**config.mk**
```make
export PLATFORM = sky130hd
export DESIGN_NAME = lnf_ram
export DESIGN_NICKNAME = d
export VERILOG_FILES = /design/src/hw/rtl/lnf_ram.sv
export SDC_FILE = /design/constraint.sdc
export NUM_CORES = 1
export LEC_CHECK = 0
export BUFFER_PORTS_ARGS = -buffer_cell sky130_fd_sc_hd__buf_2
export CORE_MARGIN = 4
export CORE_UTILIZATION = 40
export DETAILED_ROUTE_END_ITERATION = 8
export PLACE_DENSITY = 0.64
export SLEW_MARGIN = 20
export SYNTH_ARGS = -nofsm -noshare
export SYNTH_HDL_FRONTEND = slang
export SYNTH_SLANG_ARGS = --single-unit
```
**constraint.sdc**
```tcl
create_clock -name clk -period 1.3 [get_ports clk]
set_input_delay 0.39 -clock clk [delete_from_list [all_inputs] [get_ports clk]]
set_output_delay 0.39 -clock clk [all_outputs]
set_load 0.005 [all_outputs]
```
**src/hw/rtl/lnf_ram.sv**
```systemverilog
`timescale 1ns / 1ps
module lnf_ram #(
	parameter int WIDTH = 8,
	parameter int DEPTH = 2
) (
	input  logic                                   clk,
	input  logic                                   we,
	input  logic [(DEPTH > 1 ? $clog2(DEPTH) : 1)-1:0] waddr,
	input  logic [WIDTH-1:0]                       wdata,
	input  logic                                   re,
	input  logic [(DEPTH > 1 ? $clog2(DEPTH) : 1)-1:0] raddr,
	output logic [WIDTH-1:0]                       rdata
);
	logic [WIDTH-1:0] mem [DEPTH];

	always_ff @(posedge clk) begin
		if (we) begin
			mem[waddr] <= wdata;
		end
		if (re) begin
			rdata <= mem[raddr];
		end
	end
endmodule

```
==> metrics.yaml <==
status:
  run_status: "complete, no violations"
drt:
  wl_mm: 1.040
  drtAntennaViolNets: 0
  routed_via_density: 4.419
  dr.first_iter.drc_count: 2
  drcViolationCount: 0
  routedWlPerCell_um: 12.09
  drt_pass1_iterations: 2
  vias: 380
power:
  powerDensity_nw_per_um2: 1290
  p_leak_uw: 0.0004017
  worst_ir_drop_vdd_mv: 0.7441
  finalPower_uw: 1322
layout:
  area_growth_pct: 18.52
  seq_area_um2: 720.7
  n_antenna_cell: 0
  final_cells: 86
  design_area_um2: 1025
  nFillCells: 163
  drive_gt1_share_pct: 55.93
  final_nets: 74
  multiInputGateArea_um2: 132.6
clock_network:
  clock_latency_ns: 0.29
  cts_resized: 0
  cts_hold_buf: 0
  cts_sinks: 24
  cts_root_buf: "clkbuf_4"
  h-tree-depth: 1
  cts_made_buffers: 3
  path_clk_slew_ns: 0.11
  cts_tree: "built"
  cts_setup_buffers: 0
  cts_max_path_buffers: 2
setup_path:
  critPathRequiredTime_ns: 0.91
  crit_slowest_cell: "edfxtp_1"
  cp.arrival_ns: 0.80
  slowest_delay_ns: 0.38
  critPathCaptureType: "primary output"
  cp_cell_sequence: "buf_2"
  rrSetupSlack_ns: 0.40
  critPathTopFamily: "flip-flops"
  start_kind: "flop"
  crit_fanout: 1
  critical_path_class: "reg -> out"
  cp.buffers_inverters: 1
timing:
  finalSetupTns_ns: 0
  period_needed_ns: 1.190
  tightest_slew_ns: 0.2500
  slew_headroom_pct: 83.33
  min_period_over_period_pct: 91.51
  finalHoldViolations: 0
  final_max_slew_viol_count: 0
  finalSetupViolCount: 0
  hold_slack_ns: 0.2799
  skew_ns: 0.0005451
  fmax_ghz: 0.8406
  rsz0062_at_grt: "false"
placed_design:
  gp_congestion: 0.6260
  place_inst: 83
  io_buffers: 20
  place_area_um2: 1002
min_path:
  hold_path.class: "in -> reg"
synthesis:
  synth_edf_count: 24
  syn_inst: 35
  synth-seq-area-share_pct: 83.36
  synth.top_cell.area_share_pct: 83.36
  ys_types: 5
  synth.most_common_cell: "edfxtp_1"
  ys_ff_latch: 24
  synth_top_cells_by_count: "24 x edfxtp_1, 8 x mux2_4, 1 x and2_1, 1 x buf_6, 1 x nor2b_1"
  synth_nets: 48
  synth.area.top_cells: "edfxtp_1 83%, mux2_4 14%, buf_6 1.3%"
  async_flop_share_pct: 0
  synth_top_area_cell: "edfxtp_1"
  syn_area_um2: 864.6
  synthFlopType: "edfxtp_1"
  ys_warn_count: 0
  syn_area_per_cell_um2: 24.70
global_route:
  grt_pass1_vias: 352
  grt_pass1_wl_mm: 1.531
  antenna_found_initial: 0
  grtUsageTotal_pct: 7.942
  overflow: 0
  grt_max_degree: 13
floorplanning:
  core_um2: 2002
  rows: 16
  die_width_um: 54.49
  dieArea_um2: 2969
  start_util_pct: 43.19
  pin_count: 21
  fp.dieH_um: 54.49
flow_run:
  cap_viol_max_count: 0
## per-stage QoR
stage,worst slack [ns],utilization [%]
after global placement,0.09907,50.06
after detailed placement,0.07318,50.06
final,0.1103,51.19
after floorplan,0.1166,-
after global routing,0.04543,51.19
after CTS,0.09147,51.19
## flip-flops by register name (all words and copies together) (netlist names)
signal / count
rdata: 8
mem: 16
## logic make-up after synthesis
group / synth area share, %
buf+inv: 1.302
simple gates: 1.448
flops: 83.36
mux: 13.89
## area by class of cell
type / instances / area share, %
Multi-Input combinational cell: 10 / 12.94
Clock buffer: 3 / 2.198
Sequential cell: 24 / 70.33
Tap cell: 27 / 3.297
Timing Repair Buffer: 22 / 11.23
## layout by cell type, fill, tap and decap left out, drive strengths merged
| master | Yosys | routed |
|---|---|---|
| nor2b | 1 | 1 |
| edfxtp | 24 | 24 |
| mux2 | 8 | 8 |
| and2 | 1 | 1 |
| clkbuf | 0 | 3 |
| buf | 1 | 22 |
## metal layers
metal / track usage, % / share of wire [%] / up-vias
met5: 0 / 0 / -
met4: 7.469 / 1.8 / 0
met3: 1.907 / 6.6 / 2
met2: 13.94 / 55 / 14
met1: 7.407 / 36 / 178
li1: - / - / 186
## path summary, 6_finish.rpt
kind,startpoint,end,cells past startpoint
worst min-delay path,wdata[7],mem[1][7],1
worst max-delay path,rdata[0],rdata[0],1
worst max register to register,mem[0][5],rdata[5],1
worst min register to register,mem[1][7],rdata[7],1
## report_power, final
| group | switching, uW | internal (uW) | total (uW) |
|---|---|---|---|
| Sequential | 12.8 | 913 | 926 |
| Clock | 185 | 108 | 293 |
| Combinational | 41.1 | 62.4 | 104 |
| Total | 239 | 1080 | 1320 |
Power figures use the tool's default switching activity.
