[src/hw/rtl/lnf_pkg.sv]
`timescale 1ns / 1ps
package lnf_pkg;

	// Sizes of the row and of the fields
	localparam int MAX_ROW_DEF = 64;
	localparam int ROWL_W      = 7;
	localparam int EPS_W       = 16;
	localparam int SMP_W       = 16;
	localparam int INV_W       = 24;
	localparam int ELEM_W      = 3 * SMP_W;

	// Arithmetic widths, sized for the largest row of 64 elements
	localparam int SUM_W   = 23;
	localparam int D_W     = 24;
	localparam int SQ_W    = 47;
	localparam int SUMSQ_W = 51;
	localparam int NN_W    = 14;
	localparam int N3_W    = 21;
	localparam int NUM_W   = 51;
	localparam int DEN_W   = 52;
	localparam int RAD_W   = 49;
	localparam int ROOT_W  = 25;
	localparam int P_W     = 49;
	localparam int T_W     = 34;

	localparam logic [NUM_W-1:0] ONE_Q48 = NUM_W'(1) << 48;

	// Configuration register indexes
	localparam int CFG_IDX_W = 2;
	localparam logic [CFG_IDX_W-1:0] REG_ROW_LENGTH = 2'd0;
	localparam logic [CFG_IDX_W-1:0] REG_EPSILON    = 2'd1;

	typedef struct packed {
		logic             start;
		logic [NUM_W-1:0] num;
		logic [DEN_W-1:0] den;
	} div_req_t;

	typedef struct packed {
		logic             done;
		logic [NUM_W-1:0] quo;
	} div_rsp_t;

endpackage

[src/hw/rtl/lnf_sqrt.sv]
`timescale 1ns / 1ps
// Integer square root, two radicand bits per cycle
module lnf_sqrt (
	input  logic                        clk,
	input  logic                        arst_n,
	input  logic                        start,
	input  logic [lnf_pkg::RAD_W-1:0]   radicand,
	output logic                        done,
	output logic [lnf_pkg::ROOT_W-1:0]  root
);
	import lnf_pkg::*;

	localparam int RES_W = RAD_W + 1;
	localparam int CNT_W = $clog2(ROOT_W + 1);

	logic             busy_q;
	logic             done_q;
	logic [CNT_W-1:0] cnt_q;
	logic [RAD_W-1:0] rad_q;
	logic [RES_W-1:0] res_q;
	logic [RAD_W-1:0] bit_q;
	logic [RES_W-1:0] trial;
	logic             ge;

	assign trial = res_q + RES_W'(bit_q);
	assign ge    = RES_W'(rad_q) >= trial;

	always_ff @(posedge clk or negedge arst_n) begin
		if (!arst_n) begin
			busy_q <= 1'b0;
			done_q <= 1'b0;
			cnt_q  <= '0;
		end else begin
			done_q <= 1'b0;
			if (start) begin
				busy_q <= 1'b1;
				cnt_q  <= CNT_W'(ROOT_W);
			end else if (busy_q) begin
				cnt_q <= cnt_q - 1'b1;
				if (cnt_q == CNT_W'(1)) begin
					busy_q <= 1'b0;
					done_q <= 1'b1;
				end
			end
		end
	end

	always_ff @(posedge clk) begin
		if (start) begin
			rad_q <= radicand;
			res_q <= '0;
			bit_q <= RAD_W'(1) << (RAD_W - 1);
		end else if (busy_q) begin
			if (ge) begin
				rad_q <= RAD_W'(RES_W'(rad_q) - trial);
				res_q <= (res_q >> 1) + RES_W'(bit_q);
			end else begin
				res_q <= res_q >> 1;
			end
			bit_q <= bit_q >> 2;
		end
	end

	assign done = done_q;
	assign root = res_q[ROOT_W-1:0];
endmodule

[config.mk]
export PLATFORM = sky130hd
export DESIGN_NAME = lnf_sqrt
export DESIGN_NICKNAME = d
export VERILOG_FILES = /design/src/hw/rtl/lnf_pkg.sv /design/src/hw/rtl/lnf_sqrt.sv
export SDC_FILE = /design/constraint.sdc
export NUM_CORES = 1
export LEC_CHECK = 0
export BUFFER_PORTS_ARGS = -buffer_cell sky130_fd_sc_hd__clkbuf_2
export CAP_MARGIN = 10
export CORE_UTILIZATION = 58
export CTS_BUF_LIST = sky130_fd_sc_hd__clkbuf_4
export CTS_CLUSTER_DIAMETER = 80
export CTS_CLUSTER_SIZE = 28
export DETAILED_ROUTE_END_ITERATION = 16
export GPL_TIMING_DRIVEN = 1
export MAX_ROUTING_LAYER = met4
export PLACE_DENSITY = 0.84
export SYNTH_ARGS = -nofsm -noshare
export SYNTH_HDL_FRONTEND = slang
export SYNTH_SLANG_ARGS = --single-unit
[constraint.sdc]
create_clock -name clk -period 5.9 [get_ports clk]
set_clock_uncertainty 0.1 [all_clocks]
set_input_delay 0.59 -clock clk [delete_from_list [all_inputs] [get_ports clk]]
set_output_delay 0.59 -clock clk [all_outputs]
set_load 0.02 [all_outputs]
==> flow_metrics.py, run 1 <==
metrics = {
    "routing": {
        "vias_per_cell": 6.42,
        "vias": 11600,
        "firstDrtPassIters": 6,
        "initialDrtViolationCount": 1107,
        "wire_per_inst_um": 18.3,
        "drtAntennaViolNets": 0,
        "drt_wl_total_um": 33000,
        "drc": 0,
    },
    "pwr": {
        "p_per_area_nw_per_um2": 459,
        "total_power_mw": 6.00,
        "cellLeakagePower_nw": 5.44,
        "peakVddDrop_uv": 325,
    },
    "worst_setup_path": {
        "worstReg2RegStart": "res_q[0]",
        "cp-end-kind": "flop",
        "rr_endpoint": "res_q[26]",
        "cp_data_required_time_ps": 6300,
        "reg2reg_depth": 24,
        "crit_fanout": 14,
        "crit_type": "flop to flop",
        "worstPathArrival_ps": 6150,
        "start_kind": "flop",
        "r2r_setup_slack_ps": 150,
    },
    "worst_hold_path": {
        "hold_depth": 3,
        "hold_path.class": "input pin to flop",
        "min_from": "radicand[45]",
        "whs_endpoint": "rad_q[45]",
    },
    "logic_synthesis": {
        "synth.area.top_cells": "dfxtp_1 (12%), edfxtp_1 (12%), ha_1 (11%)",
        "synth_common_cells": "nor2_1 (156), nand2_1 (150), ha_1 (103), o21ai_0 (103), a21oi_1 (85)",
        "synth_cell_types": 82,
        "synth_compound_area_share_pct": 27.0,
        "yosys.area.top_type": "dfxtp_1",
        "ys.flop_type": "dfxtp_1",
        "synth_top_area_share_pct": 12.5,
        "async_reset_ff_share_pct": 5.34,
        "ys_ff_latch": 131,
        "synth-adder-area-share_pct": 10.9,
        "ys_seq_area_share_pct": 26.1,
        "yosysWarnings": 0,
        "synth_edf_count": 49,
        "synth_top_family_by_area": "compound AO/OA/AOI/OAI gates",
        "synth-simple-area-share_pct": 17.6,
        "synth_nets": 1639,
        "syn_area_per_cell_um2": 8.13,
        "synthCells": 1483,
        "synthesis.area_um2": 12100,
        "yosys.area_share.xor_xnor_pct": 8.72,
        "yosysMostFrequentCell": "nor2_1",
        "synth_mux_area_share_pct": 3.91,
    },
    "grt": {
        "grt_usage_pct": 31.4,
        "grt_pass1_wl_um": 52900,
        "grt_overflow": 0,
        "antenna_found_initial": 1,
        "grt_pass1_vias": 10600,
        "grt_max_degree": 96,
    },
    "sta": {
        "hold_viol": 0,
        "max_freq_mhz": 174,
        "setup_viol": 0,
        "period_share_pct": 97.4,
        "grt_setup_unrepaired": "true",
        "worst_pin_slew_ps": 881,
        "finalCriticalPeriod_ps": 5750,
        "slew_headroom_pct": 41.2,
        "drv_slew": 0,
        "finalSetupTns_ps": 0,
    },
    "clocking": {
        "numCtsBuffers": 17,
        "clock-root-buffer": "clkbuf_4",
        "clkTransAtPathRegs_ps": 130,
        "clockBufferDepth": 2,
        "cts_max_level": 4,
        "cts.sinks": 131,
        "clock_latency_ps": 610,
        "tritoncts": "built",
    },
    "place": {
        "io_buffers": 77,
        "dp_hpwl_um": 24100,
        "gp_congestion": 1.03,
        "placed_cells": 1760,
    },
    "floorplanning": {
        "die_w_um": 146,
        "num_io_pins": 78,
        "die-area_um2": 21400,
        "coreArea_um2": 20300,
        "core.rowCount": 52,
        "start_util_pct": 59.4,
        "die_h_um": 146,
    },
    "final_layout": {
        "finalCoreUtilization_pct": 64.5,
        "layout-drive-gt1-share_pct": 14.2,
        "area_delta_synth_final_pct": 8.55,
        "regArea_um2": 3150,
        "fillCellCount": 1729,
        "stdcell_count": 1805,
        "fin_nets": 1673,
        "multi_input_area_um2": 8370,
    },
    "run": {
        "cap_viol_max_count": 0,
    },
    "run_status": {
        "status": "complete, no violations",
    },
}
per-layer routing:
layer / up-vias / GRT usage (%) / wire length [um]
li1: 5578 / - / -
met1: 5391 / 38.5 / 13600
met4: 0 / 12.7 / 1100
met5: - / - / 0
met3: 95 / 5.28 / 2490
met2: 531 / 51.2 / 15800
worst max-delay path by stage:
| stage | start | to | slack (ps) | cells after the start |
|---|---|---|---|---|
| finish | res_q[0] | res_q[26] | 150 | 24 |
| global route | bit_q[0] | res_q[26] | -100 | 24 |
| CTS | res_q[0] | res_q[26] | 50 | 21 |
| detailed placement | res_q[0] | res_q[15] | 70 | 22 |
| global placement | res_q[0] | res_q[26] | 160 | 23 |
| floorplan | res_q[2] | rad_q[0] | 190 | 19 |
flip-flops by register name (all words and copies together) (netlist names):
signal  flops
res_q      50
bit_q      25
rad_q      49
busy_q      1
cnt_q       5
done        1
repair_timing:
| item | 4_1_cts | 5_1_grt |
|---|---|---|
| pin swaps | 0 | 11 |
| endpoints found under the setup margin | 2 | 97 |
| setup buffers | 0 | 7 |
| gates resized for setup | 2 | 31 |
| hold buffers | 1 | 0 |
| endpoints found under the hold margin | 7 | 0 |
through the flow:
step / setup slack (ps) / hold slack (ps) / cell area, um^2
floorplan: 190 / 194 / 12100
CTS: 47.2 / 146 / 12900
global route: -102 / 146 / 13100
detailed placement: 67.2 / 333 / 12500
global placement: 155 / 329 / 12500
finish: 152 / 155 / 13100
worst max-delay path: stages, from the launching register on:
cell	delay [ps]
dfxtp_1	350
ha_1	210
ha_1	210
a21o_1	200
a31o_2	280
o2bb2ai_1	170
o211ai_1	350
nand3_2	220
a21boi_2	210
nor2_1	60
o21ai_1	140
xor2_1	360
ha_4	300
a21oi_2	160
a21boi_0	120
a311o_1	380
a2111o_1	380
o221ai_2	210
o41ai_4	90
buf_4	190
buf_6	140
o21a_1	120
buf_4	210
mux2i_1	140
a221oi_1	340
cells in the final DEF (no fill, tap or decap), drive strengths merged, types with 45 or more instances in the layout:
master and n:
ha 103, nand2 150, buf 45, xor2 68, a31oi 46, clkbuf 94
xnor2 52, a21oi 85, o21ai 107, dfxtp 75, nor2 156, edfxtp 49
cells by family after synthesis:
kind of cell | count (synthesis)
compound gates | 476
mux | 46
simple gates | 462
fa+ha+maj | 104
buf+inv | 144
flops | 131
xor+xnor | 120
cell type report:
class | count | share of cell area (%)
clock inverter | 14 | 1.33
antenna | 5 | 0.0956
tap | 270 | 2.58
multi-input combinational | 1208 | 64.0
sequential | 131 | 24.1
timing repair buffer | 122 | 5.84
clock buffer | 18 | 1.03
inverter | 37 | 1.06
where the power goes:
part           switching [mW]  internal [mW]
logic                    2.25           1.56
clock network           0.401          0.305
registers               0.186           1.29
(Power assumes the default switching activity.)
==> inputs of run 2 (changes only) <==
CORE_UTILIZATION = 43   (was 58)
PLACE_DENSITY = 0.66   (was 0.84)
==> flow_metrics.py, run 2 (same netlist as run 1, synthesis figures left out) <==
metrics = {
    "run_status": {
        "status": "complete, no violations",
    },
    "clocking": {
        "clockBufferDepth": 2,
        "clock-root-buffer": "clkbuf_4",
        "tritoncts": "built",
        "cts_max_level": 4,
        "cts.sinks": 131,
        "numCtsBuffers": 17,
        "clock_latency_ps": 610,
        "clkTransAtPathRegs_ps": 150,
    },
    "worst_setup_path": {
        "path_cells": "ha_1 > and2_1 > a21oi_1 > nor3_1 > o211ai_1 > nand3_2 > a21boi_2 > nor2_1 > o21ai_0 > xor2_1 > ha_2 > a21oi_2 > a21boi_0 > a311o_1 > a2111o_1 > o221ai_2 > o41ai_4 > buf_4 > buf_12 > o21a_1 > buf_4 > mux2i_1 > a221oi_1",
        "start_kind": "flop",
        "cp_data_required_time_ps": 6320,
        "worstReg2RegStart": "res_q[24]",
        "rr_endpoint": "res_q[26]",
        "worstPathArrival_ps": 6020,
        "r2r_setup_slack_ps": 300,
        "slowest_stage": "dfxtp_1",
        "crit_path_max_incr_delay_ps": 580,
        "reg2reg_depth": 23,
        "cp-end-kind": "flop",
        "crit_fanout": 14,
        "crit_type": "flop to flop",
        "crit_top_cell": "buf_4",
    },
    "grt": {
        "grt_pass1_wl_um": 54900,
        "grt_max_degree": 87,
        "antenna_found_initial": 1,
        "grt_pass1_vias": 10700,
        "grt_overflow": 0,
        "grt_usage_pct": 24.8,
    },
    "pwr": {
        "peakVddDrop_uv": 266,
        "power_frac_seq_pct": 24.7,
        "total_power_mw": 5.96,
        "clockPowerShare_pct": 10.4,
        "pwr-share-comb_pct": 64.9,
        "p_sw_share_pct": 47.8,
        "cellLeakagePower_nw": 5.46,
        "p_per_area_nw_per_um2": 454,
        "p_sw_mw": 2.85,
        "p_int_mw": 3.11,
    },
    "place": {
        "gp_congestion": 0.937,
        "place_ws_ps": 130,
        "dp_hpwl_um": 25700,
        "place_area_um2": 12700,
        "io_buffers": 77,
    },
    "floorplanning": {
        "die-area_um2": 28700,
        "coreArea_um2": 27300,
        "core.rowCount": 60,
        "start_util_pct": 44.2,
        "num_io_pins": 78,
        "die_h_um": 169,
        "die_w_um": 169,
    },
    "routing": {
        "firstDrtPassIters": 6,
        "drt_wl_total_um": 34100,
        "drc": 0,
        "wire_per_inst_um": 17.9,
        "vias_per_cell": 5.88,
        "initialDrtViolationCount": 918,
        "drtAntennaViolNets": 0,
        "vias": 11200,
    },
    "final_layout": {
        "mostFrequentLayoutCells": "nor2_1 (156), nand2_1 (150), o21ai_0 (100), ha_1 (100), a21oi_1 (83)",
        "largest_registers": "res_q (50), rad_q (49), bit_q (25)",
        "finalCoreUtilization_pct": 48.2,
        "stdcell_area_um2": 13100,
        "top_register": "res_q",
        "largest_reg_flops": 50,
        "fin_nets": 1677,
        "final_common_cell": "nor2_1",
        "layout-drive-gt1-share_pct": 14.0,
        "area_delta_synth_final_pct": 8.90,
    },
    "sta": {
        "finalSetupTns_ps": 0,
        "slew_headroom_pct": 35.1,
        "hold_viol": 0,
        "worst_slack_ps": 296,
        "period_share_pct": 95.0,
        "setup_viol": 0,
        "drv_slew": 0,
        "worst_pin_slew_ps": 974,
        "max_freq_mhz": 178,
        "finalCriticalPeriod_ps": 5600,
    },
    "worst_hold_path": {
        "hold_path.class": "input pin to flop",
        "min_from": "radicand[32]",
        "whs_endpoint": "rad_q[32]",
        "hold_depth": 3,
    },
    "run": {
        "cap_viol_max_count": 0,
    },
}
-- run 2: changes by cell type in the layout (fill, tap and decap cells not counted), moves of 2 or more --
| cell | delta |
|---|---|
| buf_12 | +2 |
| buf_4 | +2 |
| bufinv_16 | -2 |
| clkinvlp_4 | +3 |
| diode_2 | -4 |
| ha_1 | +5 |
| ha_4 | -5 |
| inv_4 | +2 |
| inv_6 | -2 |
| nor4_1 | +2 |
| nor4_2 | -2 |
-- run 2: how the worst max path moves through the flow --
stage | startpoint | to | slack (ps)
after floorplan | res_q[2] | rad_q[0] | 190
after global placement | res_q[0] | rad_q[46] | 180
after detailed placement | res_q[0] | res_q[26] | 130
after CTS | bit_q[2] | res_q[43] | 80
after global routing | res_q[0] | res_q[39] | -20
final | res_q[24] | res_q[26] | 300
-- run 2: power groups by stage --
stage               sequential, mW  combinational, mW  clock [mW]
floorplan                     1.41               2.88           0
global placement              1.49               3.75           0
detailed placement            1.49               3.78           0
CTS                           1.47               3.80       0.633
global route                  1.50               4.25       0.670
finish                        1.47               3.87       0.619
-- run 2: final cells by class --
class	count	area, um^2
Antenna cell	1	2.50
Clock buffer	18	135
Clock inverter	14	126
Fill cell	2726	14100
Inverter	37	139
Multi-Input combinational cell	1208	8290
Sequential cell	131	3150
Tap cell	372	465
Timing Repair Buffer	126	816
-- run 2: per-layer routing --
metal	global-route usage (%)	share of wire, %	wire (um)
met1	30.9	46	15800
met2	40.8	47	16200
met5	-	0	0
met4	8.73	2.6	900
met3	3.61	3.8	1290
-- run 2: metrics by stage --
step                hold WS, ps  std cells
global route                116       1907
global placement            337       1869
detailed placement          342       1869
CTS                         122       1902
floorplan                   194       1483
finish                      156       1907
-- run 2: what timing repair did --
action	in CTS	in global routing
hold buffers	1	0
hold endpoints to repair	7	0
resized for setup	0	21
endpoints found under the setup margin	0	103
buffers inserted	0	4
-- run 2: worst max-delay path: cells and delay by family, from the launching register on --
kind	cells	cell delay [ps]
AOI/OAI and AO/OA	12	2700
xor gates and xnor gates	1	220
and+or+nand+nor	4	600
muxes	1	120
buffers and inverters	3	500
DFF	1	580
adders and majority gates	2	690
