==> src/hw/rtl/lnf_pkg.sv <==
`timescale 1ns / 1ps
package lnf_pkg;

	// Sizes of the row and of the fields
	localparam int MAX_ROW_DEF = 64;
	localparam int ROWL_W      = 7;
	localparam int EPS_W       = 16;
	localparam int SMP_W       = 16;
	localparam int INV_W       = 24;
	localparam int ELEM_W      = 3 * SMP_W;

	// Arithmetic widths, sized for the largest row of 64 elements
	localparam int SUM_W   = 23;
	localparam int D_W     = 24;
	localparam int SQ_W    = 47;
	localparam int SUMSQ_W = 51;
	localparam int NN_W    = 14;
	localparam int N3_W    = 21;
	localparam int NUM_W   = 51;
	localparam int DEN_W   = 52;
	localparam int RAD_W   = 49;
	localparam int ROOT_W  = 25;
	localparam int P_W     = 49;
	localparam int T_W     = 34;

	localparam logic [NUM_W-1:0] ONE_Q48 = NUM_W'(1) << 48;

	// Configuration register indexes
	localparam int CFG_IDX_W = 2;
	localparam logic [CFG_IDX_W-1:0] REG_ROW_LENGTH = 2'd0;
	localparam logic [CFG_IDX_W-1:0] REG_EPSILON    = 2'd1;

	typedef struct packed {
		logic             start;
		logic [NUM_W-1:0] num;
		logic [DEN_W-1:0] den;
	} div_req_t;

	typedef struct packed {
		logic             done;
		logic [NUM_W-1:0] quo;
	} div_rsp_t;

endpackage

==> src/hw/rtl/lnf_div.sv <==
`timescale 1ns / 1ps
// Restoring divider, one quotient bit per cycle
module lnf_div (
	input  logic              clk,
	input  logic              arst_n,
	input  lnf_pkg::div_req_t req,
	output lnf_pkg::div_rsp_t rsp
);
	import lnf_pkg::*;

	localparam int CNT_W = $clog2(NUM_W + 1);

	logic             busy_q;
	logic             done_q;
	logic [CNT_W-1:0] cnt_q;
	logic [DEN_W-1:0] rem_q;
	logic [DEN_W-1:0] den_q;
	logic [NUM_W-1:0] quo_q;
	logic [DEN_W:0]   trial;
	logic             ge;

	assign trial = {rem_q, quo_q[NUM_W-1]};
	assign ge    = trial >= {1'b0, den_q};

	always_ff @(posedge clk or negedge arst_n) begin
		if (!arst_n) begin
			busy_q <= 1'b0;
			done_q <= 1'b0;
			cnt_q  <= '0;
		end else begin
			done_q <= 1'b0;
			if (req.start) begin
				busy_q <= 1'b1;
				cnt_q  <= CNT_W'(NUM_W);
			end else if (busy_q) begin
				cnt_q <= cnt_q - 1'b1;
				if (cnt_q == CNT_W'(1)) begin
					busy_q <= 1'b0;
					done_q <= 1'b1;
				end
			end
		end
	end

	// datapath: shift in one numerator bit, subtract when it fits
	always_ff @(posedge clk) begin
		if (req.start) begin
			rem_q <= '0;
			den_q <= req.den;
			quo_q <= req.num;
		end else if (busy_q) begin
			rem_q <= ge ? DEN_W'(trial - {1'b0, den_q}) : trial[DEN_W-1:0];
			quo_q <= {quo_q[NUM_W-2:0], ge};
		end
	end

	assign rsp.done = done_q;
	assign rsp.quo  = quo_q;
endmodule

==> config.mk <==
export PLATFORM = sky130hd
export DESIGN_NAME = lnf_div
export DESIGN_NICKNAME = d
export VERILOG_FILES = /design/src/hw/rtl/lnf_pkg.sv /design/src/hw/rtl/lnf_div.sv
export SDC_FILE = /design/constraint.sdc
export NUM_CORES = 1
export LEC_CHECK = 0
export BUFFER_PORTS_ARGS = -buffer_cell sky130_fd_sc_hd__buf_2
export CAP_MARGIN = 20
export CORE_ASPECT_RATIO = 0.9
export CORE_MARGIN = 2
export CORE_UTILIZATION = 57
export CTS_CLUSTER_SIZE = 8
export DETAILED_ROUTE_END_ITERATION = 7
export PLACE_DENSITY = 0.8
export SETUP_SLACK_MARGIN = 0.05
export SLEW_MARGIN = 0
export SYNTH_ARGS = -nofsm -noshare
export SYNTH_HDL_FRONTEND = slang
export SYNTH_SLANG_ARGS = --single-unit
export TNS_END_PERCENT = 30
==> constraint.sdc <==
create_clock -name clk -period 4.1 [get_ports clk]
set_clock_uncertainty 0.15 [all_clocks]
set_input_delay 0.41 -clock clk [delete_from_list [all_inputs] [get_ports clk]]
set_output_delay 0.41 -clock clk [all_outputs]
set_load 0.05 [all_outputs]
==> run summary, run 1 <==
Die area = 0.01792 mm2
CP arrival = 3.71 ns
PortBufs = 157
NumNets Final = 1,308
Hold buffers post-CTS = 47
P_leak = 0.005285 uW
Critical Path Sink Type = flop
Endpoints failing setup = 0
Largest net degree at the start of global routing = 57
Crit path required time = 4.23 ns
Hold Path End = den_q[40]$_DFFE_PP_
Number of synthesized flops with an enable pin = 103
Hold path cells = 1
TritonCTS Buffers = 17
Largest family of logic cells by synthesized area = compound AO/OA/AOI/OAI gates
Final Hold Vio Count = 0
Initial antenna violation count = 0
Slew Limit Fails = 0
Adder-Cell Fraction of Synth Area = 0.07237
FF-to-FF path depth = 12
Slew @ Worst Pin = 1.033 ns
Startpoint Class = flop
Cell Pwr Density = 367.9 mW/mm2
Total number of vias = 7,891
Period Utilization, post-route = 0.8725
Reg-to-Reg End = rem_q[14]$_SDFFE_PP0P_
Netlist Area Pre-Place = 0.009613 mm2
Register bit total from synthesis = 163
Vias in the first global route = 7,854
Syn_nets = 1,120
DIE WIDTH = 140.9 um
Clock transition at the registers of the reported paths = 0.07 ns
Minimum clock period = 3.577 ns
Peak VDD IR = 0.0003758 V
Initial Util = 0.5768
GPL Wtd Cong = 0.9224
TritonRoute pass-1 iters = 5
Maximum root-to-sink buffer count = 2
Post-cts sizing count = 0
CTS sink count = 163
Max-Cap Viols = 0
Crit Path Class = reg -> reg
Total track usage = 0.2669
Root buf cell = clkbuf_16
Commonest non-fill, non-tap cell in the layout = buf_2
Mux share of post-synthesis cell area = 0.09501
Die height = 127.2 um
Layout area overhead = 21.67%
Core ar. = 0.01667 mm2
Setup_tns = 0 ns
Status = finished clean
Ant. Diodes = 0
H-tree levels = 4
CTS tree = yes
Hold crit path type = in -> reg
Most frequent cells in the layout = buf_2 (156), edfxtp_1 (103), nor2_1 (78)
Cells after synthesis = 959
Synth Area per Inst = 10.02 um2
Complex-gate fraction of the synthesized area = 0.1691
Drt wl/cell = 17.04 um
Maximum clock frequency = 279.5 MHz
Hold path startpoint = req[40]
Synth cell types = 67
Share of cells above drive strength 1 = 0.2267
Maximum fanout along the worst path = 19
Worst-Skew Late Latency = 0.44 ns
HPWL after detailed placement = 16.59 mm
XOR/XNOR Fraction of Synth Area = 0.04373
Synth Flop Type = edfxtp_1
# IOs = 158
Register-to-Register Setup Slack = 0.52 ns
Num rows = 45
Post-Route WL = 23.36 mm
Total Power = 4303 uW
Seq/Total Area, Yosys = 0.4509
Asr flop ratio synth = 0.04908
Post-CTS setup buffer count = 0
First-pass GRT wire length = 38.46 mm
Max-slew headroom = 0.3102
Iter 0 DRT Violations = 701
Via density per instance = 5.756
Post-Synth Simple-Gate Area = 0.1201
ANT nets after route = 0
Total grt overflow = 0
Yosys Warn Count = 0
DRC Markers = 0
Worst flop-to-flop path startpoint = den_q[1]$_DFFE_PP_
RSZ-0062 raised after global routing = no
# fillers = 1,218
[synthesized netlist by cell type (all sizes together), types with 6 or more instances]
cell type    n  area share
o21ai       56       0.029
a21oi       62       0.033
dfrtp        8       0.021
mux2        50       0.059
nand2b      17       0.011
nor3        13      0.0068
nand3       21       0.011
clkbuf      35       0.014
ha          54       0.070
edfxtp     103        0.32
a22oi        7      0.0055
nor2        79       0.031
inv         70       0.027
nand4       14      0.0091
o31ai        6      0.0047
o21bai      10      0.0078
dfxtp       52        0.11
xor2        19       0.017
a21o        19       0.015
mux2i       35       0.036
a211oi      23       0.018
xnor2       29       0.026
nand2       69       0.027
nor2b        6      0.0039
o21a        14       0.011
buf         11      0.0078
or3          6      0.0039
o211ai       7      0.0055
[per-layer routing]
layer  wire (um)  vias up  global-route usage
li1            -     3886                   -
met2       11290      241              0.4525
met3        1188       34             0.05472
met4         393        0             0.07882
met5           0        -                   0
met1       10490     3730              0.3488
[cell families (layout without fill, tap and decap cells)]
family	Yosys count	count (layout)
AO/OA/AOI/OAI	246	246
XOR/XNOR	48	48
adder cells (fa/ha/maj)	55	55
buffers and inverters	116	317
flip-flops	163	163
multiplexers	85	85
AND/OR/NAND/NOR	246	246
[layout make-up]
class / count / area (um2) / area share
inverters: 70 / 262.8 / 0.02246
multi-input cells: 680 / 4820 / 0.4121
well taps: 211 / 264.0 / 0.02257
clock inverters: 15 / 210.2 / 0.01797
repair buffers: 215 / 1379 / 0.1179
clock buffers: 17 / 425.4 / 0.03637
flip-flops and latches: 163 / 4335 / 0.3707
[sequential cells by signal, indices dropped and copies added (netlist names)]
| register | flops |
|---|---|
| busy_q | 1 |
| cnt_q | 6 |
| den_q | 52 |
| done_q | 1 |
| quo_q | 51 |
| rem_q | 52 |
[worst max path at each step]
| stage | slack (ns) | start | end |
|---|---|---|---|
| 5_1_grt | 0.32 | den_q[1]$_DFFE_PP_ | rem_q[2]$_SDFFE_PP0P_ |
| 2_1_floorplan | 0.89 | quo_q[50]$_DFFE_PP_ | quo_q[0]$_DFFE_PP_ |
| 3_5_place_dp | 0.55 | den_q[1]$_DFFE_PP_ | rem_q[14]$_SDFFE_PP0P_ |
| 4_1_cts | 0.53 | den_q[1]$_DFFE_PP_ | rem_q[14]$_SDFFE_PP0P_ |
| 3_3_place_gp | 0.68 | den_q[1]$_DFFE_PP_ | rem_q[24]$_SDFFE_PP0P_ |
| 6_report | 0.52 | den_q[1]$_DFFE_PP_ | rem_q[14]$_SDFFE_PP0P_ |
[worst max-delay path, stage by stage, from the launching register on]
cell and delay, ns:
edfxtp_1 0.41, inv_1 0.08, ha_1 0.24, nor2b_1 0.15, o31a_1 0.28, o31a_1 0.31
o21a_1 0.28, a2111oi_4 0.35, nor3b_2 0.12, a21oi_4 0.49, buf_12 0.25, mux2i_1 0.23
a211oi_1 0.09
[where the power goes]
| group | switching (uW) | internal, uW |
|---|---|---|
| Combinational | 436 | 244 |
| Sequential | 46.4 | 1860 |
| Clock | 730 | 990 |
| Total | 1210 | 3090 |
[stage by stage]
| step | util | std cells | cell area (um2) | setup slack, ns | hold slack, ns |
|---|---|---|---|---|---|
| 2_1_floorplan | - | 959 | 9613 | 0.8908 | -0.03559 |
| 3_3_place_gp | 0.6354 | 1292 | 10590 | 0.6790 | 0.1095 |
| 3_5_place_dp | 0.6354 | 1292 | 10590 | 0.5490 | 0.1095 |
| 4_1_cts | 0.7018 | 1371 | 11700 | 0.5288 | 0.0004654 |
| 5_1_grt | 0.7018 | 1371 | 11700 | 0.3171 | 0.005242 |
| 6_report | 0.7018 | 1371 | 11700 | 0.5228 | 0.01220 |
(Power assumes the default switching activity.)
==> run 2: changes to the inputs <==
Settings changed: ABC_AREA from default to 1, CORE_UTILIZATION 57 to 59, PLACE_DENSITY 0.8 to 0.81.
==> run summary, run 2 <==
Total grt overflow = 0 (unchanged)
Hold crit path type = in -> reg (unchanged)
Drt wl/cell = 15.54 um (was 17.04 um)
Cells after synthesis = 1,750 (was 959)
# IOs = 158 (unchanged)
Crit path required time = 4.27 ns (was 4.23 ns)
Endpoints failing setup = 0 (unchanged)
XOR/XNOR Fraction of Synth Area = 0.01984 (was 0.04373)
Post-Route WL = 34.21 mm (was 23.36 mm)
TritonRoute pass-1 iters = 6 (was 5)
Worst setup path start = den_q[2]$_DFFE_PP_ (was den_q[1]$_DFFE_PP_)
Share of cells above drive strength 1 = 0.1107 (was 0.2267)
Post-Place Cell Area = 0.01245 mm2 (was 0.01059 mm2)
Worst-Skew Late Latency = 0.45 ns (was 0.44 ns)
CTS tree = yes (unchanged)
Minimum clock period = 3.139 ns (was 3.577 ns)
Post-synth top cells = nand2_1 (702), inv_1 (374), nand3_1 (124) (was edfxtp_1 (103), nor2_1 (79), inv_1 (70))
Setup_tns = 0 ns (unchanged)
DIE WIDTH = 151.0 um (was 140.9 um)
Largest registers = den_q x52, rem_q x52, quo_q x51 (unchanged)
Mux share of post-synthesis cell area = 0 (was 0.09501)
Synth Flop Type = edfxtp_1 (unchanged)
Initial Util = 0.6011 (was 0.5768)
Finished Core Util = 0.7068 (was 0.7018)
NumNets Final = 2,100 (was 1,308)
Area contributors post-synth = edfxtp_1 (27%), nand2_1 (23%), inv_1 (12%) (was edfxtp_1 (32%), dfxtp_1 (11%), ha_1 (7.0%))
Hold path startpoint = req[34] (was req[40])
TritonCTS Buffers = 17 (unchanged)
Via density per instance = 5.210 (was 5.756)
Final Hold Vio Count = 0 (unchanged)
Period Utilization, post-route = 0.7656 (was 0.8725)
Cell taking the most area after synthesis = edfxtp_1 (unchanged)
Syn_nets = 1,911 (was 1,120)
Core ar. = 0.01910 mm2 (was 0.01667 mm2)
Slew Limit Fails = 0 (unchanged)
Buf/Inv on CP = 3 (was 2)
Maximum clock frequency = 318.6 MHz (was 279.5 MHz)
Iter 0 DRT Violations = 1,089 (was 701)
Status = finished clean (unchanged)
Die height = 136.3 um (was 127.2 um)
Cells after DPL = 2,124 (was 1,292)
Vias in the first global route = 10,547 (was 7,854)
Netlist Area Pre-Place = 0.01148 mm2 (was 0.009613 mm2)
Reg-to-Reg End = rem_q[31]$_SDFFE_PP0P_ (was rem_q[14]$_SDFFE_PP0P_)
Peak VDD IR = 0.0003272 V (was 0.0003758 V)
Most frequent cell after synthesis = nand2_1 (was edfxtp_1)
Maximum fanout along the worst path = 52 (was 19)
Initial antenna violation count = 0 (unchanged)
Most frequent cells in the layout = nand2_1 (702), inv_1 (374), buf_2 (156) (was buf_2 (156), edfxtp_1 (103), nor2_1 (78))
Slew @ Worst Pin = 0.9851 ns (was 1.033 ns)
Crit path top cell by count = nand2_1 (was o31a_1)
Synth top area share = 0.2694 (was 0.3217)
Final hold slack = 0.007975 ns (was 0.01220 ns)
Seq/Total Area, Yosys = 0.3775 (was 0.4509)
Largest net degree at the start of global routing = 78 (was 57)
First-pass GRT wire length = 53.83 mm (was 38.46 mm)
Die area = 0.02059 mm2 (was 0.01792 mm2)
Complex-gate fraction of the synthesized area = 0.03411 (was 0.1691)
Synth cell types = 39 (was 67)
DRC Markers = 0 (unchanged)
Crit-path slowest cell = buf_4 (was a21oi_4)
Ant. Diodes = 0 (unchanged)
Critical Path Sink Type = flop (unchanged)
RSZ-0062 raised after global routing = no (unchanged)
ANT nets after route = 0 (unchanged)
Total track usage = 0.3406 (was 0.2669)
Crit path cell chain = inv_1 -> ha_1 -> nand2_1 -> nand2_1 -> inv_1 -> nand2_1 -> nand2_1 -> nand2_1 -> nand2_1 -> nand3_1 -> nand2_2 -> buf_4 -> nand4_1 -> nand3_1 -> o21ai_1 (was inv_1 -> ha_1 -> nor2b_1 -> o31a_1 -> o31a_1 -> o21a_1 -> a2111oi_4 -> nor3b_2 -> a21oi_4 -> buf_12 -> mux2i_1 -> a211oi_1)
FF-to-FF path depth = 15 (was 12)
Adder-Cell Fraction of Synth Area = 0.06060 (was 0.07237)
Yosys Warn Count = 0 (unchanged)
Root buf cell = clkbuf_16 (unchanged)
GPL Wtd Cong = 1.000 (was 0.9224)
Max-slew headroom = 0.3417 (was 0.3102)
Num rows = 48 (was 45)
Largest family of logic cells by synthesized area = simple AND/OR/NAND/NOR gates (was compound AO/OA/AOI/OAI gates)
Number of synthesized flops with an enable pin = 103 (unchanged)
Worst flop-to-flop path startpoint = den_q[2]$_DFFE_PP_ (was den_q[1]$_DFFE_PP_)
CP arrival = 3.31 ns (was 3.71 ns)
HPWL after detailed placement = 25.36 mm (was 16.59 mm)
H-tree levels = 4 (unchanged)
CTS sink count = 163 (unchanged)
Startpoint Class = flop (unchanged)
Post-Synth Simple-Gate Area = 0.3650 (was 0.1201)
Cell Pwr Density = 635.3 mW/mm2 (was 367.9 mW/mm2)
CP endpoint = rem_q[31]$_SDFFE_PP0P_ (was rem_q[14]$_SDFFE_PP0P_)
Register bit total from synthesis = 163 (unchanged)
P_leak = 0.007441 uW (was 0.005285 uW)
Total number of vias = 11,472 (was 7,891)
Synth Area per Inst = 6.560 um2 (was 10.02 um2)
Clock transition at the registers of the reported paths = 0.08 ns (was 0.07 ns)
Post-route cell area = 0.01350 mm2 (was 0.01170 mm2)
Commonest non-fill, non-tap cell in the layout = nand2_1 (was buf_2)
Maximum root-to-sink buffer count = 2 (unchanged)
Critical Path Stages = 15 (was 12)
Register-to-Register Setup Slack = 0.96 ns (was 0.52 ns)
Layout area overhead = 17.58% (was 21.67%)
PortBufs = 157 (unchanged)
Top delay family on crit path = simple AND/OR/NAND/NOR gates (was compound AO/OA/AOI/OAI gates)
Crit Path Class = reg -> reg (unchanged)
Fin cells = 2,202 (was 1,371)
Max incr delay on CP = 0.56 ns (was 0.49 ns)
Asr flop ratio synth = 0.04908 (unchanged)
Max-Cap Viols = 0 (unchanged)
==> run 2: power breakdown <==
part           total, uW  internal (uW)  switching, uW
clock network       1620            816            804
logic               4650           1520           3140
registers           2300           2090            210
==> run 2: worst min-delay path by stage <==
stage	endpoint	slack [ns]	cells after the start
after global routing	den_q[34]$_DFFE_PP_	0.002	1
after global placement	cnt_q[3]$_DFFE_PN0P_	0.11	1
after detailed placement	cnt_q[5]$_DFFE_PN0P_	0.11	1
after CTS	den_q[17]$_DFFE_PP_	0.0006	1
after floorplan	busy_q$_DFF_PN0_	-0.04	0
final	den_q[34]$_DFFE_PP_	0.008	1
==> run 2: logic make-up (layout without fill, tap and decap cells) <==
group | after synthesis | count (layout)
and+or+nand+nor | 1010 | 1010
buffers and inverters | 424 | 626
xor gates and xnor gates | 26 | 26
DFF | 163 | 163
adders and majority gates | 55 | 55
AOI/OAI and AO/OA | 72 | 72
==> run 2: stage by stage <==
stage	total power [uW]	worst slack [ns]
floorplan	5718	1.246
global placement	6776	0.9727
detailed placement	6825	1.029
CTS	8488	1.023
global route	9214	0.7536
finish	8575	0.9609
==> run 2: layout make-up <==
class                           count  area (um2)
Fill cell                        1655        5600
Multi-Input combinational cell   1163        5513
Sequential cell                   163        4334
Inverter                          383        1438
Timing Repair Buffer              211        1309
Clock buffer                       17       425.4
Tap cell                          250       312.8
Clock inverter                     15       166.4
==> run 2: per-layer routing <==
metal	vias up	track usage	share of wire
met3	43	0.07215	0.095
met4	0	0.07996	0.017
met2	513	0.5442	0.45
met5	-	0	0
met1	5159	0.4747	0.44
li1	5757	-	-
==> run 2: worst register-to-register path, cell delays in order (launching register included) <==
cell and delay, ns:
edfxtp_1 0.33, inv_1 0.04, ha_1 0.35, nand2_1 0.09, nand2_1 0.07, inv_1 0.06
nand2_1 0.13, nand2_1 0.09, nand2_1 0.10, nand2_1 0.08, nand3_1 0.22, nand2_2 0.17
buf_4 0.56, nand4_1 0.32, nand3_1 0.19, o21ai_1 0.07
==> run 2: timing repair <==
item	4_1_cts	5_1_grt
hold endpoints to repair	52	1
hold buffers	45	1
endpoints found under the setup margin	0	0
resized for setup	0	0
setup buffers	0	0
==> run 3: changes to the inputs <==
Settings changed: CORE_UTILIZATION 59 to 53, PLACE_DENSITY 0.81 to 0.76.
Clock period 4.1 ns to 2.7 ns, I/O delays scaled along.
==> run summary, run 3 (synthesized netlist as in run 2, its figures left out) <==
TritonRoute pass-1 iters = 8 (was 6)
Drt wl/cell = 16.16 um (was 15.54 um)
Status = finished clean (unchanged)
GPL Wtd Cong = 1.044 (was 1.000)
Sw frac = 0.4722 (was 0.4841)
HPWL after detailed placement = 26.12 mm (was 25.36 mm)
Crit Path Class = reg -> reg (unchanged)
Max-slew headroom = 0.4065 (was 0.3417)
Cell Pwr Density = 960.0 mW/mm2 (was 635.3 mW/mm2)
Num rows = 51 (was 48)
Die height = 143.6 um (was 136.3 um)
Final Hold Vio Count = 0 (unchanged)
First-pass GRT wire length = 58.12 mm (was 53.83 mm)
Combinational share of power = 0.568 (was 0.543)
Startpoint Class = flop (unchanged)
Iter 0 DRT Violations = 1,172 (was 1,089)
Slew Limit Fails = 0 (unchanged)
Slew @ Worst Pin = 0.8889 ns (was 0.9851 ns)
Endpoints failing setup = 0 (unchanged)
Largest net degree at the start of global routing = 85 (was 78)
Int Pwr = 7524 uW (was 4424 uW)
Vias in the first global route = 11,262 (was 10,547)
Peak VDD IR = 0.0004792 V (was 0.0003272 V)
Worst-Skew Late Latency = 0.45 ns (about the same)
RSZ-0062 raised after global routing = yes (was no)
Period Utilization, post-route = 0.9526 (was 0.7656)
Clock power frac = 0.181 (was 0.189)
Critical Path Sink Type = flop (unchanged)
Finished Core Util = 0.6926 (was 0.7068)
# fillers = 1,837 (was 1,655)
Ant. Diodes = 0 (unchanged)
Commonest non-fill, non-tap cell in the layout = nand2_1 (unchanged)
Maximum clock frequency = 388.8 MHz (was 318.6 MHz)
NumNets Final = 2,185 (was 2,100)
Initial antenna violation count = 0 (unchanged)
Maximum fanout along the worst path = 8 (was 52)
DRC Markers = 0 (unchanged)
Final hold slack = 0.06458 ns (was 0.007975 ns)
Die area = 0.02286 mm2 (was 0.02059 mm2)
Most frequent cells in the layout = nand2_1 (687), inv_1 (373), buf_2 (156) (was nand2_1 (702), inv_1 (374), buf_2 (156))
ANT nets after route = 0 (unchanged)
CTS sink count = 163 (unchanged)
Minimum clock period = 2.572 ns (was 3.139 ns)
Via density per instance = 5.168 (was 5.210)
PortBufs = 157 (unchanged)
Root buf cell = clkbuf_16 (unchanged)
TritonCTS Buffers = 17 (unchanged)
Post-Route WL = 37.61 mm (was 34.21 mm)
H-tree levels = 4 (unchanged)
CP arrival = 2.76 ns (was 3.31 ns)
Clock transition at the registers of the reported paths = 0.08 ns (about the same)
Largest registers = den_q x52, rem_q x52, quo_q x51 (unchanged)
Layout area overhead = 29.35% (was 17.58%)
Total track usage = 0.3257 (was 0.3406)
P_leak = 0.007867 uW (was 0.007441 uW)
Share of cells above drive strength 1 = 0.1502 (was 0.1107)
Max-Cap Viols = 0 (unchanged)
Total grt overflow = 0 (unchanged)
Hold crit path type = in -> async (was in -> reg)
Initial Util = 0.5354 (was 0.6011)
Crit path required time = 2.89 ns (was 4.27 ns)
Sequential Power Share = 0.250 (was 0.268)
Total number of vias = 12,032 (was 11,472)
Maximum root-to-sink buffer count = 2 (unchanged)
# IOs = 158 (unchanged)
NetSw = 6731 uW (was 4151 uW)
DIE WIDTH = 159.1 um (was 151.0 um)
CTS tree = yes (unchanged)
Core ar. = 0.02144 mm2 (was 0.01910 mm2)
## run 3: worst max-delay path, stage by stage (launching register included)
cell,delay (ns)
edfxtp_1,0.34
inv_1,0.05
ha_1,0.34
nand2_1,0.10
nor2_1,0.32
nand3_1,0.19
nor2_2,0.16
nand3_4,0.12
nand3_4,0.21
buf_12,0.16
nand3_1,0.12
nand3_1,0.12
nand2_1,0.06
## run 3: through the flow
stage / setup slack (ns) / instances / cell area, um2 / setup TNS, ns / total power [uW]
floorplan: 0.2173 / 1750 / 11480 / 0 / 8682
global placement: 0.05572 / 2188 / 12770 / 0 / 10670
detailed placement: 0.05462 / 2188 / 12770 / 0 / 10750
CTS: 0.06584 / 2324 / 14430 / 0 / 13490
global route: -0.0008611 / 2328 / 14850 / -0.0008611 / 15280
finish: 0.1280 / 2328 / 14850 / 0 / 14260
## run 3: path summary, 6_finish.rpt
check / end / slack [ns] / cells past startpoint / startpoint
hold / removal: done_q$_DFF_PN0_ / 0.06 / 2 / arst_n
max in group asynchronous: cnt_q[2]$_DFFE_PN0P_ / 2.15 / 2 / arst_n
min in group clk: den_q[50]$_DFFE_PP_ / 0.14 / 1 / req[103]
hold reg to reg: rem_q[41]$_SDFFE_PP0P_ / 0.33 / 2 / rem_q[41]$_SDFFE_PP0P_
setup reg to reg: rem_q[48]$_SDFFE_PP0P_ / 0.13 / 12 / den_q[4]$_DFFE_PP_
setup / recovery: rem_q[48]$_SDFFE_PP0P_ / 0.13 / 12 / den_q[4]$_DFFE_PP_
## run 3: final cells by class
class | count | area [um2] | share of cell area
Clock buffer | 17 | 425.4 | 0.02865
Clock inverter | 15 | 187.7 | 0.01264
Inverter | 383 | 1438 | 0.09682
Multi-Input combinational cell | 1163 | 5871 | 0.3953
Sequential cell | 163 | 4335 | 0.2920
Tap cell | 291 | 364.1 | 0.02452
Timing Repair Buffer | 296 | 2228 | 0.1501
## run 3: repair_timing
item | CTS | global route
buffers inserted | 0 | 3
gates resized for setup | 1 | 73
cloned | 0 | 1
hold buffers | 104 | 0
pin swaps | 0 | 6
hold endpoints to repair | 111 | 0
endpoints found under the setup margin | 6 | 53
## run 3: metal layers
| metal | GRT usage | vias to the layer above | share of wire |
|---|---|---|---|
| met5 | 0 | - | 0 |
| met4 | 0.08612 | 0 | 0.017 |
| met3 | 0.05339 | 64 | 0.10 |
| met2 | 0.5449 | 664 | 0.46 |
| met1 | 0.4423 | 5374 | 0.42 |
| li1 | - | 5930 | - |
## run 3: power groups by stage
stage / registers [uW] / logic, uW / clock network (uW)
2_1_floorplan: 3720 / 4960 / 0
3_3_place_gp: 3510 / 7160 / 0
3_5_place_dp: 3530 / 7230 / 0
4_1_cts: 3480 / 7410 / 2600
5_1_grt: 3620 / 8960 / 2690
6_report: 3570 / 8100 / 2580
